## config.mk

```make
export PLATFORM = sky130hd
export DESIGN_NAME = subtractive_random_generator_core_flat
export DESIGN_NICKNAME = d
export VERILOG_FILES = /design/src/srg_pkg.sv /design/src/srg_if.sv /design/src/srg_ram.sv /design/src/srg_datapath.sv /design/src/srg_ctrl.sv /design/src/subtractive_random_generator_core.sv /design/src/flat_wrapper.sv
export SDC_FILE = /design/constraint.sdc
export NUM_CORES = 2
export LEC_CHECK = 0
export ABC_AREA = 0
export BUFFER_PORTS_ARGS = -buffer_cell sky130_fd_sc_hd__buf_4
export CAP_MARGIN = 30
export CORE_UTILIZATION = 45
export DETAILED_ROUTE_END_ITERATION = 16
export SETUP_SLACK_MARGIN = 0.5
export SLEW_MARGIN = 20
export SYNTH_ARGS = -nofsm -noshare
export SYNTH_HDL_FRONTEND = slang
export SYNTH_SLANG_ARGS = --single-unit
```

## constraint.sdc

```tcl
create_clock -name clk -period 17.2 [get_ports clk]
set_input_delay 1.72 -clock clk [delete_from_list [all_inputs] [get_ports clk]]
set_output_delay 1.72 -clock clk [all_outputs]
set_load 0.02 [all_outputs]
```

## src/srg_pkg.sv

```systemverilog
// ----------------------------------------------------------------------------
// srg_pkg
// Shared types, constants and helpers for the subtractive random generator.
// ----------------------------------------------------------------------------
package srg_pkg;

	localparam int SEED_W      = 32;
	localparam int WORD_W      = 30;
	localparam int TABLE_DEPTH = 55;
	localparam int ADDR_W      = $clog2(TABLE_DEPTH);

	typedef logic [WORD_W-1:0] word_t;
	typedef logic [ADDR_W-1:0] addr_t;

	localparam word_t             MODULUS    = WORD_W'(1000000000);
	localparam logic [SEED_W-1:0] SEED_BASE  = SEED_W'(161803398);
	localparam addr_t             LAST_ADDR  = ADDR_W'(TABLE_DEPTH - 1);
	localparam addr_t             PTR_WRAP   = ADDR_W'(TABLE_DEPTH);
	localparam addr_t             SECOND_RST = ADDR_W'(31);
	localparam addr_t             MIX_LAG    = ADDR_W'(31);
	localparam addr_t             SCAT_STEP  = ADDR_W'(21);
	localparam addr_t             SCAT_LAST  = ADDR_W'(TABLE_DEPTH - 1);
	localparam logic [1:0]        LAST_PASS  = 2'd3;

	typedef enum logic [3:0] {
		DP_NOP,
		DP_LOAD_SEED,
		DP_REDUCE,
		DP_INIT,
		DP_SCATTER,
		DP_MIX_RD,
		DP_MIX_WR,
		DP_ADVANCE,
		DP_DRAW_WR
	} dp_op_t;

	typedef enum logic [3:0] {
		ST_IDLE,
		ST_REDUCE,
		ST_SCATTER,
		ST_MIX_RD,
		ST_MIX_WR,
		ST_DRAW_RD,
		ST_DRAW_WR
	} srg_state_t;

	typedef struct packed {
		dp_op_t op;
		logic   reseed;
	} dp_cmd_t;

	typedef struct packed {
		logic seed_reduced;
		logic scatter_last;
		logic mix_last;
	} dp_status_t;

	// (a - b) mod MODULUS, both operands already reduced
	function automatic word_t sub_mod(word_t a, word_t b);
		logic [WORD_W:0] d;
		d = {1'b0, a} - {1'b0, b};
		if (d[WORD_W]) begin
			d = d + {1'b0, MODULUS};
		end
		return d[WORD_W-1:0];
	endfunction

	function automatic addr_t ptr_advance(addr_t p);
		return (p >= PTR_WRAP) ? addr_t'(1) : p + addr_t'(1);
	endfunction

endpackage

```

## src/srg_if.sv

```systemverilog
// ----------------------------------------------------------------------------
// srg_if
// Valid/ready channels: seed requests in, draws out.
// ----------------------------------------------------------------------------
interface srg_seed_if;
	import srg_pkg::*;
	logic                     valid;
	logic                     ready;
	logic signed [SEED_W-1:0] seed_value;
	modport source (output valid, output seed_value, input ready);
	modport sink (input valid, input seed_value, output ready);
endinterface

interface srg_draw_if;
	import srg_pkg::*;
	logic              valid;
	logic              ready;
	logic [WORD_W-1:0] random_value;
	logic              was_reseeded;
	modport source (output valid, output random_value, output was_reseeded, input ready);
	modport sink (input valid, input random_value, input was_reseeded, output ready);
endinterface

```

## src/srg_ram.sv

```systemverilog
// ----------------------------------------------------------------------------
// srg_ram
// Generic RAM: one write port, two read ports with registered read data.
// ----------------------------------------------------------------------------
module srg_ram #(
	parameter int WIDTH = 8,
	parameter int DEPTH = 16
) (
	input  logic                     clk,
	input  logic                     we,
	input  logic [$clog2(DEPTH)-1:0] waddr,
	input  logic [WIDTH-1:0]         wdata,
	input  logic [$clog2(DEPTH)-1:0] raddr_a,
	input  logic [$clog2(DEPTH)-1:0] raddr_b,
	output logic [WIDTH-1:0]         rdata_a,
	output logic [WIDTH-1:0]         rdata_b
);

	logic [WIDTH-1:0] mem [DEPTH];

	always_ff @(posedge clk) begin
		if (we) begin
			mem[waddr] <= wdata;
		end
		rdata_a <= mem[raddr_a];
		rdata_b <= mem[raddr_b];
	end

endmodule

```

## src/srg_datapath.sv

```systemverilog
// ----------------------------------------------------------------------------
// srg_datapath
// Lag table, seed reduction, table rebuild walk and the subtractive draw.
// ----------------------------------------------------------------------------
module srg_datapath (
	input  logic                             clk,
	input  logic                             arst_n,
	input  srg_pkg::dp_cmd_t                 cmd,
	output srg_pkg::dp_status_t              status,
	input  logic signed [srg_pkg::SEED_W-1:0] seed_value,
	output srg_pkg::word_t                   random_value,
	output logic                             was_reseeded
);
	import srg_pkg::*;

	logic [SEED_W-1:0] seed_q;
	logic [SEED_W-1:0] mag;
	logic [SEED_W-1:0] diff;
	word_t             cur_q, prev_q;
	addr_t             pos_q, cnt_q;
	addr_t             mix_i_q, mix_b_q;
	logic [1:0]        pass_q;
	addr_t             first_q, second_q;
	addr_t             first_nx, second_nx;
	logic [ADDR_W:0]   pos_sum;
	word_t             out_value_q;
	logic              out_reseed_q;

	logic  we;
	addr_t waddr, raddr_a, raddr_b;
	word_t wdata, rdata_a, rdata_b, diff_word;

	assign mag  = seed_value[SEED_W-1] ? (~seed_value + SEED_W'(1)) : seed_value;
	assign diff = (mag >= SEED_BASE) ? (mag - SEED_BASE) : (SEED_BASE - mag);

	assign first_nx  = ptr_advance(first_q);
	assign second_nx = ptr_advance(second_q);
	assign pos_sum   = {1'b0, pos_q} + {1'b0, SCAT_STEP};
	assign diff_word = sub_mod(rdata_a, rdata_b);

	always_comb begin
		we      = 1'b0;
		waddr   = first_q - addr_t'(1);
		wdata   = diff_word;
		raddr_a = first_q - addr_t'(1);
		raddr_b = second_q - addr_t'(1);
		case (cmd.op)
			DP_INIT: begin
				we    = 1'b1;
				waddr = LAST_ADDR;
				wdata = seed_q[WORD_W-1:0];
			end
			DP_SCATTER: begin
				we    = 1'b1;
				waddr = pos_q - addr_t'(1);
				wdata = prev_q;
			end
			DP_MIX_RD: begin
				raddr_a = mix_i_q;
				raddr_b = mix_b_q;
			end
			DP_MIX_WR: begin
				we      = 1'b1;
				waddr   = mix_i_q;
				raddr_a = mix_i_q;
				raddr_b = mix_b_q;
			end
			DP_ADVANCE: begin
				raddr_a = first_nx - addr_t'(1);
				raddr_b = second_nx - addr_t'(1);
			end
			DP_DRAW_WR: begin
				we = 1'b1;
			end
			default: begin
			end
		endcase
	end

	srg_ram #(
		.WIDTH(WORD_W),
		.DEPTH(TABLE_DEPTH)
	) u_table (
		.clk     (clk),
		.we      (we),
		.waddr   (waddr),
		.wdata   (wdata),
		.raddr_a (raddr_a),
		.raddr_b (raddr_b),
		.rdata_a (rdata_a),
		.rdata_b (rdata_b)
	);

	always_ff @(posedge clk or negedge arst_n) begin
		if (!arst_n) begin
			first_q  <= '0;
			second_q <= SECOND_RST;
		end else begin
			case (cmd.op)
				DP_INIT: begin
					first_q  <= '0;
					second_q <= SECOND_RST;
				end
				DP_ADVANCE: begin
					first_q  <= first_nx;
					second_q <= second_nx;
				end
				default: begin
				end
			endcase
		end
	end

	always_ff @(posedge clk) begin
		case (cmd.op)
			DP_LOAD_SEED: begin
				seed_q <= diff;
			end
			DP_REDUCE: begin
				seed_q <= seed_q - {{(SEED_W-WORD_W){1'b0}}, MODULUS};
			end
			DP_INIT: begin
				cur_q   <= seed_q[WORD_W-1:0];
				prev_q  <= word_t'(1);
				pos_q   <= SCAT_STEP;
				cnt_q   <= addr_t'(1);
				mix_i_q <= '0;
				mix_b_q <= MIX_LAG;
				pass_q  <= '0;
			end
			DP_SCATTER: begin
				cur_q  <= prev_q;
				prev_q <= sub_mod(cur_q, prev_q);
				pos_q  <= (pos_sum >= (ADDR_W+1)'(TABLE_DEPTH))
					? ADDR_W'(pos_sum - (ADDR_W+1)'(TABLE_DEPTH)) : pos_sum[ADDR_W-1:0];
				cnt_q  <= cnt_q + addr_t'(1);
			end
			DP_MIX_WR: begin
				mix_i_q <= (mix_i_q == LAST_ADDR) ? '0 : mix_i_q + addr_t'(1);
				mix_b_q <= (mix_b_q == LAST_ADDR) ? '0 : mix_b_q + addr_t'(1);
				if (mix_i_q == LAST_ADDR) begin
					pass_q <= pass_q + 2'd1;
				end
			end
			DP_DRAW_WR: begin
				out_value_q  <= diff_word;
				out_reseed_q <= cmd.reseed;
			end
			default: begin
			end
		endcase
	end

	assign status.seed_reduced = (seed_q < {{(SEED_W-WORD_W){1'b0}}, MODULUS});
	assign status.scatter_last = (cnt_q == SCAT_LAST);
	assign status.mix_last     = (mix_i_q == LAST_ADDR) && (pass_q == LAST_PASS);

	assign random_value = out_value_q;
	assign was_reseeded = out_reseed_q;

endmodule

```

## src/srg_ctrl.sv

```systemverilog
// ----------------------------------------------------------------------------
// srg_ctrl
// Sequencer: request handshake, rebuild walk, draw and output register.
// ----------------------------------------------------------------------------
module srg_ctrl (
	input  logic                clk,
	input  logic                arst_n,
	input  logic                seed_valid,
	input  logic                seed_neg,
	output logic                seed_ready,
	output logic                out_valid,
	input  logic                out_ready,
	output srg_pkg::dp_cmd_t    cmd,
	input  srg_pkg::dp_status_t status
);
	import srg_pkg::*;

	srg_state_t state_q, state_d;
	logic       seeded_q;
	logic       reseed_q;
	logic       out_valid_q;
	logic       out_load;
	logic       seed_fire;
	logic       need_reseed;

	assign need_reseed = seed_neg || !seeded_q;
	assign seed_fire   = seed_valid && seed_ready;

	always_ff @(posedge clk or negedge arst_n) begin
		if (!arst_n) begin
			state_q     <= ST_IDLE;
			seeded_q    <= 1'b0;
			reseed_q    <= 1'b0;
			out_valid_q <= 1'b0;
		end else begin
			state_q <= state_d;
			if (seed_fire) begin
				reseed_q <= need_reseed;
			end
			if (state_q == ST_MIX_WR && status.mix_last) begin
				seeded_q <= 1'b1;
			end
			if (out_load) begin
				out_valid_q <= 1'b1;
			end else if (out_ready) begin
				out_valid_q <= 1'b0;
			end
		end
	end

	always_comb begin
		state_d    = state_q;
		cmd.op     = DP_NOP;
		cmd.reseed = reseed_q;
		seed_ready = 1'b0;
		out_load   = 1'b0;
		case (state_q)
			ST_IDLE: begin
				seed_ready = 1'b1;
				if (seed_valid) begin
					if (need_reseed) begin
						cmd.op  = DP_LOAD_SEED;
						state_d = ST_REDUCE;
					end else begin
						cmd.op  = DP_ADVANCE;
						state_d = ST_DRAW_WR;
					end
				end
			end
			ST_REDUCE: begin
				if (status.seed_reduced) begin
					cmd.op  = DP_INIT;
					state_d = ST_SCATTER;
				end else begin
					cmd.op = DP_REDUCE;
				end
			end
			ST_SCATTER: begin
				cmd.op = DP_SCATTER;
				if (status.scatter_last) begin
					state_d = ST_MIX_RD;
				end
			end
			ST_MIX_RD: begin
				cmd.op  = DP_MIX_RD;
				state_d = ST_MIX_WR;
			end
			ST_MIX_WR: begin
				cmd.op  = DP_MIX_WR;
				state_d = status.mix_last ? ST_DRAW_RD : ST_MIX_RD;
			end
			ST_DRAW_RD: begin
				cmd.op  = DP_ADVANCE;
				state_d = ST_DRAW_WR;
			end
			ST_DRAW_WR: begin
				if (!out_valid_q || out_ready) begin
					cmd.op   = DP_DRAW_WR;
					out_load = 1'b1;
					state_d  = ST_IDLE;
				end
			end
			default: begin
				state_d = ST_IDLE;
			end
		endcase
	end

	assign out_valid = out_valid_q;

	a_first_reseeds: assert property (@(posedge clk) disable iff (!arst_n)
		seed_fire && !seeded_q |=> reseed_q && state_q == ST_REDUCE)
		else $error("first request after reset did not rebuild the table");

	a_seeded_sticks: assert property (@(posedge clk) disable iff (!arst_n)
		seeded_q |=> seeded_q)
		else $error("seeded flag dropped");

	a_load_from_draw: assert property (@(posedge clk) disable iff (!arst_n)
		$rose(out_valid_q) |-> $past(state_q == ST_DRAW_WR))
		else $error("output loaded outside the draw write step");

	a_no_overwrite: assert property (@(posedge clk) disable iff (!arst_n)
		out_load |-> !out_valid_q || out_ready)
		else $error("pending draw overwritten");

endmodule

```

## src/subtractive_random_generator_core.sv

```systemverilog
// ----------------------------------------------------------------------------
// subtractive_random_generator_core
// Subtractive lagged random generator (ran3 scheme) with unscaled output.
// ----------------------------------------------------------------------------
// Each seed beat yields one draw beat, an integer below 1000000000. An ordinary
// draw reads the table, then subtracts and writes back on the single write port
// of the 55-word table; the next seed beat is taken only after that write, which
// waits while the output register holds an unaccepted draw. A negative seed, or
// the first beat after reset, first rebuilds the table: the seed is loaded,
// reduced and placed in the last word, then 54 scatter writes and mixing (4
// passes of 55 words, read then write each) precede the draw. A finished draw
// waits in an output register while the next seed beat is taken.
// ----------------------------------------------------------------------------
module subtractive_random_generator_core (
	input  logic       clk,
	input  logic       arst_n,
	srg_seed_if.sink   seed,
	srg_draw_if.source draw
);
	import srg_pkg::*;

	dp_cmd_t    cmd;
	dp_status_t status;

	srg_ctrl u_ctrl (
		.clk        (clk),
		.arst_n     (arst_n),
		.seed_valid (seed.valid),
		.seed_neg   (seed.seed_value[SEED_W-1]),
		.seed_ready (seed.ready),
		.out_valid  (draw.valid),
		.out_ready  (draw.ready),
		.cmd        (cmd),
		.status     (status)
	);

	srg_datapath u_datapath (
		.clk          (clk),
		.arst_n       (arst_n),
		.cmd          (cmd),
		.status       (status),
		.seed_value   (seed.seed_value),
		.random_value (draw.random_value),
		.was_reseeded (draw.was_reseeded)
	);

endmodule
```

## src/flat_wrapper.sv

```systemverilog
// flat-port wrapper written by rule: the top's interface ports become plain ports
module subtractive_random_generator_core_flat import srg_pkg::*;
  (clk, arst_n, seed_valid, seed_seed_value, seed_ready, draw_valid, draw_random_value, draw_was_reseeded, draw_ready);
  srg_seed_if seed_i ();
  srg_draw_if draw_i ();
  input  logic clk;
  input  logic arst_n;
  input wire logic [$bits(seed_i.valid)-1:0] seed_valid;
  input wire logic [$bits(seed_i.seed_value)-1:0] seed_seed_value;
  output wire logic [$bits(seed_i.ready)-1:0] seed_ready;
  output wire logic [$bits(draw_i.valid)-1:0] draw_valid;
  output wire logic [$bits(draw_i.random_value)-1:0] draw_random_value;
  output wire logic [$bits(draw_i.was_reseeded)-1:0] draw_was_reseeded;
  input wire logic [$bits(draw_i.ready)-1:0] draw_ready;
  assign seed_i.valid = seed_valid;
  assign seed_i.seed_value = seed_seed_value;
  assign seed_ready = seed_i.ready;
  assign draw_valid = draw_i.valid;
  assign draw_random_value = draw_i.random_value;
  assign draw_was_reseeded = draw_i.was_reseeded;
  assign draw_i.ready = draw_ready;
  subtractive_random_generator_core u_core (.clk(clk), .arst_n(arst_n), .seed(seed_i), .draw(draw_i));
endmodule
```

=== Word-level counts from Yosys, hierarchy flattened ===
Memories as Yosys holds them, arrays and structs flattened. A register that Yosys moved wholly into a read port is not among the register bits.
Index checks and enable logic that the tools add are counted.

* Add/sub/neg operators: 21
* Magnitude comparators: 5
* Equal/unequal tests: 23
* Muxes and demuxes: 44
* Bitwise gates (word level): 1
* Reduce and logical (&&, ||, !) cells: 17

{| class="wikitable"
|+ Operators with widths
! cell !! count
|-
| $pmux 30 s2 || 3
|-
| $pmux 6 s2 || 8
|-
| $mux 32 || 2
|-
| $pmux 32 s2 || 1
|-
| $sub 30x30->31 || 2
|-
| $add 30x30->30 const B || 2
|-
| $mux 30 || 2
|-
| $pmux 4 s7 || 2
|-
| $add 32x2->32 const B || 1
|-
| $ge 32x28->1 const B || 1
|-
| $lt 32x30->1 const B || 1
|-
| $not 32->32 || 1
|-
| $sub 28x32->32 const A || 1
|-
| $sub 32x28->32 const B || 1
|-
| $sub 32x30->32 const B || 1
|-
| $add 6x1->6 const B || 5
|-
| $mux 6 || 5
|-
| $sub 6x1->6 const B || 5
|-
| $eq 4x3->1 const B || 7
|-
| $mux 4 || 5
|-
| $eq 6x6->1 const B || 3
|-
| $pmux 6 s3 || 1
|-
| $eq 4x2->1 const B || 4
|-
| $ge 6x6->1 const B || 2
|-
| other kinds (22) || 45
|}

* Flip-flop bits (word level): 168
* Memory bits (writable): 1650
* Output and inout bits: 33
* Word-level logic and storage cells: 128
* Memories: 1

{| class="wikitable"
|+ Memory list
! name !! words !! width !! read ports !! clocked after memory_dff !! wr ports !! line !! text
|-
| u_core.u_datapath.u_table.mem || 55 || 30 || 2 || 2 || 1 || srg_ram.sv:19 || <nowiki>logic [WIDTH-1:0] mem [DEPTH];</nowiki>
|}

=== Longest topological paths before layout ===
* Depth after elaboration: 10
* Depth in mapped cells: 19

=== By module ===
A second synthesis with hierarchy kept.

* Cells, all modules: 5846
* Area total of the unflattened synthesis: 93830.0 µm²

{| class="wikitable"
|+ By module, submodules not included
! module !! instances !! cells an instance !! area an instance (µm²) !! seq. area each (µm²)
|-
| srg_ram || 1 || 3900 || 77778.3 || 50748.7
|-
| srg_datapath || 1 || 1899 || 15602.5 || 4780.8
|-
| srg_ctrl || 1 || 47 || 449.2 || 150.1
|}

=== Least setup slack after synthesis ===
OpenSTA, ideal clock, no wires.

* Path kind: input -> register
* Start: input port draw_ready
* End: memory u_core.u_datapath.u_table.mem[14][0] (netlist bit), enable pin
* Library setup time: 0.455 ns
* Data arrival time: 6.785 ns
* Data required time: 16.745 ns
* Slack: 9.960 ns
* Stages on the path: 4
* Path buffers: 0
* Cell sequence: nor2b_1 -> nor3_1 -> nor3_1 -> nor3_1

* Cells in the longest elaborated chain, start to end: 8

{| class="wikitable"
|+ Ends and longest elaborated chain
! what !! line !! text
|-
| start, declared || flat_wrapper.sv:14 || <nowiki>input wire logic [$bits(draw_i.ready)-1:0] draw_ready;</nowiki>
|-
| $logic_or 1x1->1 * || srg_ctrl.sv:97 || <nowiki>if (!out_valid_q || out_ready) begin</nowiki>
|-
| $mux 4 * || srg_ctrl.sv:97 ||
|-
| $pmux 4 s7 * || srg_ctrl.sv:57 || <nowiki>case (state_q)</nowiki>
|-
| $eq 4x3->1, or another cell as far along || srg_datapath.sv:47 || <nowiki>case (cmd.op)</nowiki>
|-
| $reduce_or 4->1 (no source line) || - ||
|-
| $mux 1 || srg_datapath.sv:47 ||
|-
| $mux 1 || srg_ram.sv:22 || <nowiki>if (we) begin</nowiki>
|-
| $mux 1 (not written as such) || srg_ram.sv:23 || <nowiki>mem[waddr] <= wdata;</nowiki>
|-
| end, declared || srg_ram.sv:19 ||
|}

Mark *: on every way between the ends. The rest lies on a longest branch, timed or not.

=== Worst setup path in the final report ===
* Start: input port seed_seed_value[31]
* End: register u_core.u_datapath.u_table.rdata_b[21] (read register of u_core.u_datapath.u_table.mem)

* Cells in the longest elaborated chain, start to end: 7

{| class="wikitable"
|+ Ends and longest elaborated chain
! what !! line !! text
|-
| start, declared || flat_wrapper.sv:9 || <nowiki>input wire logic [$bits(seed_i.seed_value)-1:0] seed_seed_value;</nowiki>
|-
| $logic_or 1x1->1 * || srg_ctrl.sv:26 || <nowiki>assign need_reseed = seed_neg || !seeded_q;</nowiki>
|-
| $mux 3 * || srg_ctrl.sv:61 || <nowiki>if (need_reseed) begin</nowiki>
|-
| $mux 3 * || srg_ctrl.sv:60 || <nowiki>if (seed_valid) begin</nowiki>
|-
| $pmux 4 s7 * || srg_ctrl.sv:57 ||
|-
| $eq 4x3->1 || srg_datapath.sv:47 ||
|-
| $reduce_or 2->1 (no source line) || - ||
|-
| $pmux 6 s2 * || srg_datapath.sv:47 ||
|-
| end, declared || srg_ram.sv:16 || <nowiki>output logic [WIDTH-1:0] rdata_b</nowiki>
|}

Marks and branches as above.
A chain may end at the register's enable or synchronous reset.

==> results.toml <==
[hold_path]
min_from = "u_core.u_ctrl.reseed_q"
hp-class = "reg -> reg"
hold_end = "u_core.u_datapath.was_reseeded"
min_path_cells = 0

[floorplan]
die_w_microns = 463
rows = 168
core_area_sq_um = 210000
start_util = 0.455
ios = 69
die_area_sq_um = 214000
die_y_microns = 463

[setup_path]
timing.rr.start = "u_core.u_ctrl.state_q[2]"
critPathBufInv = 5
crit_chain = "buf_4, nand3b_1, o21a_1, nor2_1, and3_1, a21oi_1, ha_1, a21oi_1, a222oi_1, buf_4, buf_4, buf_4, buf_4, mux4_2, mux4_2, mux2i_1, a22oi_1"
crit_required_ns = 17.88
r2r_end = "u_core.u_datapath.u_table.rdata_b[21]"
critPathArrivalTime_ns = 8.34
cp-start-kind = "input pin"
critPathMostFrequentCell = "buf_4"
worstRegToRegCells = 16
cp_slowest_cell = "buf_4"
slowest_delay_ns = 0.71
cp_max_fo = 65
critPathTopFamily = "buffers and inverters"
worstSetupPathDepth = 17
crit_type = "in -> reg"
r2r_slack_ns = 10.07
end_kind = "flop"

[synthesis]
synth_xor_area_frac = 0.0176
async_flop_share = 0.00959
yosys-mux-area-fraction = 0.110
synth-seq-cells = 1877
syn_nets = 8262
synthTopCellsByCount = "nand2_1, edfxtp_1, nand3_1, clkbuf_1, mux4_2"
synth_top_area_frac = 0.565
yosysUniqueCellTypes = 97
avgSynthCellArea_sq_um = 11.8
seq_area_frac_synth = 0.582
synth_area_leaders = "edfxtp_1, mux4_2, nand2_1"
synth_flop_cell = "edfxtp_1"
netlist_area_sq_um = 95700
yosys_warnings = 0
yosys.area.top_type = "edfxtp_1"
synth.most_common_cell = "nand2_1"
synth_fa_ha_area_frac = 0.0111
netlist_instances = 8142
synth_top_family_by_area = "simple AND/OR/NAND/NOR gates"
synth-compound-area-share = 0.0903
synth-edff-count = 1799
synthSimpleGateAreaFrac = 0.160

[cts]
clock-sinks = 1877
clk_latency_ns = 0.88
htreeDepth = 4
clock_path_buffers = 3
postCtsSetupBuffers = 0
clkTransAtPathRegs_ns = 0.06
cts-root-buf = "clkbuf_16"
hold_buffers = 0
cts_buffers = 194
cts_resized = 0
cts_tree = "built"

[sta]
fmax_mhz = 131
slew_headroom = 0.248
grt_setup_unrepaired = "false"
final_max_slew_viol_count = 0
setup-violations-final = 0
skew_ns = 0.0447
fin_crit_sh = 0.445
fin_setup_tns_ns = 0
fin_crit_ns = 7.66
worst_slew_pin_slew_ns = 1.13
final_hold_viol_count = 0

[final_layout]
drive_gt1_frac = 0.146
syn2layout_area_growth_pct = 11.2
fin_nets = 8108

[drt]
wl_microns = 316000
routedWlPerCell_microns = 28.9
drtIter0Drc = 10300
viasPerCell = 6.52
drtAntennaViolNets = 0
drcViolationCount = 0
vias = 71500
drt_first_pass_iters = 9

[placement]
place.gp.congestion = 0.904
port_buffers = 68
dp_hpwl_microns = 182000

[status]
outcome = "finished, final reports clean"

[global_routing]
grt_pass1_vias = 68300
grt_overflow_total = 0
grt_max_degree = 166
track_usage = 0.288
grt_pass1_wl_microns = 458000
antenna_found_initial = 13

[flow_run]
cap_viol_max_count = 0
==> per-layer routing <==
metal / global-route usage / wire length, microns / up-vias / part of all wire
met5: 0 / 60 / - / 0.00019
met4: 0.111 / 11900 / 10 / 0.038
met3: 0.0624 / 36500 / 726 / 0.12
met2: 0.452 / 145000 / 4461 / 0.46
met1: 0.390 / 123000 / 35900 / 0.39
li1: - / - / 30500 / -
==> stage by stage <==
stage | area (sq um) | utilization | hold WS (ns) | setup WS, ns | instances
final | 106000 | 0.506 | 0.485 | 9.54 | 11000
after global routing | 106000 | 0.506 | 0.492 | 9.37 | 11000
after CTS | 106000 | 0.505 | 0.487 | 9.74 | 11000
after detailed placement | 99700 | 0.474 | 0.474 | 8.85 | 10600
after global placement | 99300 | 0.472 | 0.462 | 8.85 | 10600
after floorplan | 95700 | - | 0.425 | 9.96 | 8142
==> kinds of logic (layout without fill, tap and decap cells) <==
kind of cell / Yosys count / in the layout
AO/OA/AOI/OAI: 1191 / 1191
XOR/XNOR: 192 / 192
adder cells (fa/ha/maj): 84 / 84
buffers and inverters: 727 / 741
flip-flops: 1877 / 1877
multiplexers: 524 / 524
other: 0 / 4
AND/OR/NAND/NOR: 3547 / 3547
==> state kept, by name, summed over array words and instances (netlist names) <==
register / count
u_core.u_datapath.u_table.mem: 1650
u_core.u_datapath.seed_q: 32
u_core.u_datapath.cur_q: 30
u_core.u_datapath.prev_q: 30
u_core.u_datapath.random_value: 30
u_core.u_datapath.u_table.rdata_a: 30
u_core.u_datapath.u_table.rdata_b: 30
u_core.u_datapath.cnt_q: 6
u_core.u_datapath.first_q: 6
u_core.u_datapath.mix_b_q: 6
u_core.u_datapath.mix_i_q: 6
u_core.u_datapath.pos_q: 6
u_core.u_datapath.second_q: 6
u_core.u_ctrl.state_q: 3
u_core.u_datapath.pass_q: 2
u_core.u_ctrl.out_valid: 1
u_core.u_ctrl.reseed_q: 1
u_core.u_ctrl.seeded_q: 1
u_core.u_datapath.was_reseeded: 1
==> worst register-to-register path, delay by kind of cell (launching register included) <==
| kind | cells | cell delay (ns) |
|---|---|---|
| AOI/OAI and AO/OA | 5 | 0.83 |
| and+or+nand+nor | 3 | 1.18 |
| buffers and inverters | 4 | 2.80 |
| adders and majority gates | 1 | 0.31 |
| DFF | 1 | 0.59 |
| muxes | 3 | 1.27 |
==> cells in the final DEF, fill, tap and decap left out, types with 66 or more instances in the layout <==
| master | n |
|---|---|
| nand2_1 | 2031 |
| edfxtp_1 | 1799 |
| nand3_1 | 776 |
| mux4_2 | 418 |
| nor2_1 | 284 |
| buf_4 | 214 |
| a311oi_1 | 213 |
| clkbuf_16 | 196 |
| a31oi_1 | 171 |
| o21ai_0 | 167 |
| and3_1 | 139 |
| a21oi_1 | 133 |
| xnor2_1 | 119 |
| inv_1 | 111 |
| mux2i_1 | 101 |
| a211oi_1 | 84 |
| ha_1 | 82 |
| xor2_1 | 73 |
| a31o_2 | 66 |
==> worst max path at each step <==
stage	to	slack, ns	start
final	u_core.u_datapath.u_table.rdata_b[21]	9.54	seed_seed_value[31]
after global routing	u_core.u_datapath.u_table.rdata_b[21]	9.37	seed_seed_value[31]
after CTS	u_core.u_datapath.u_table.rdata_b[21]	9.74	seed_seed_value[31]
after detailed placement	u_core.u_datapath.u_table.rdata_b[21]	8.85	seed_seed_value[31]
after global placement	u_core.u_datapath.u_table.rdata_b[21]	8.85	seed_seed_value[31]
after floorplan	u_core.u_datapath.u_table.mem[14][0]	9.96	draw_ready
==> cell type report <==
type	instances	area (sq um)
clock buffer	260	5380
fill	17900	104000
clock inverter	104	1180
timing repair buffer	256	2400
antenna	4	10.0
multi-input combinational	5538	37800
inverter	121	454
sequential	1877	55700
tap	2805	3510
Power is not shown: default switching activity piles up to over one toggle a cycle in this logic, so the estimate is an artifact.
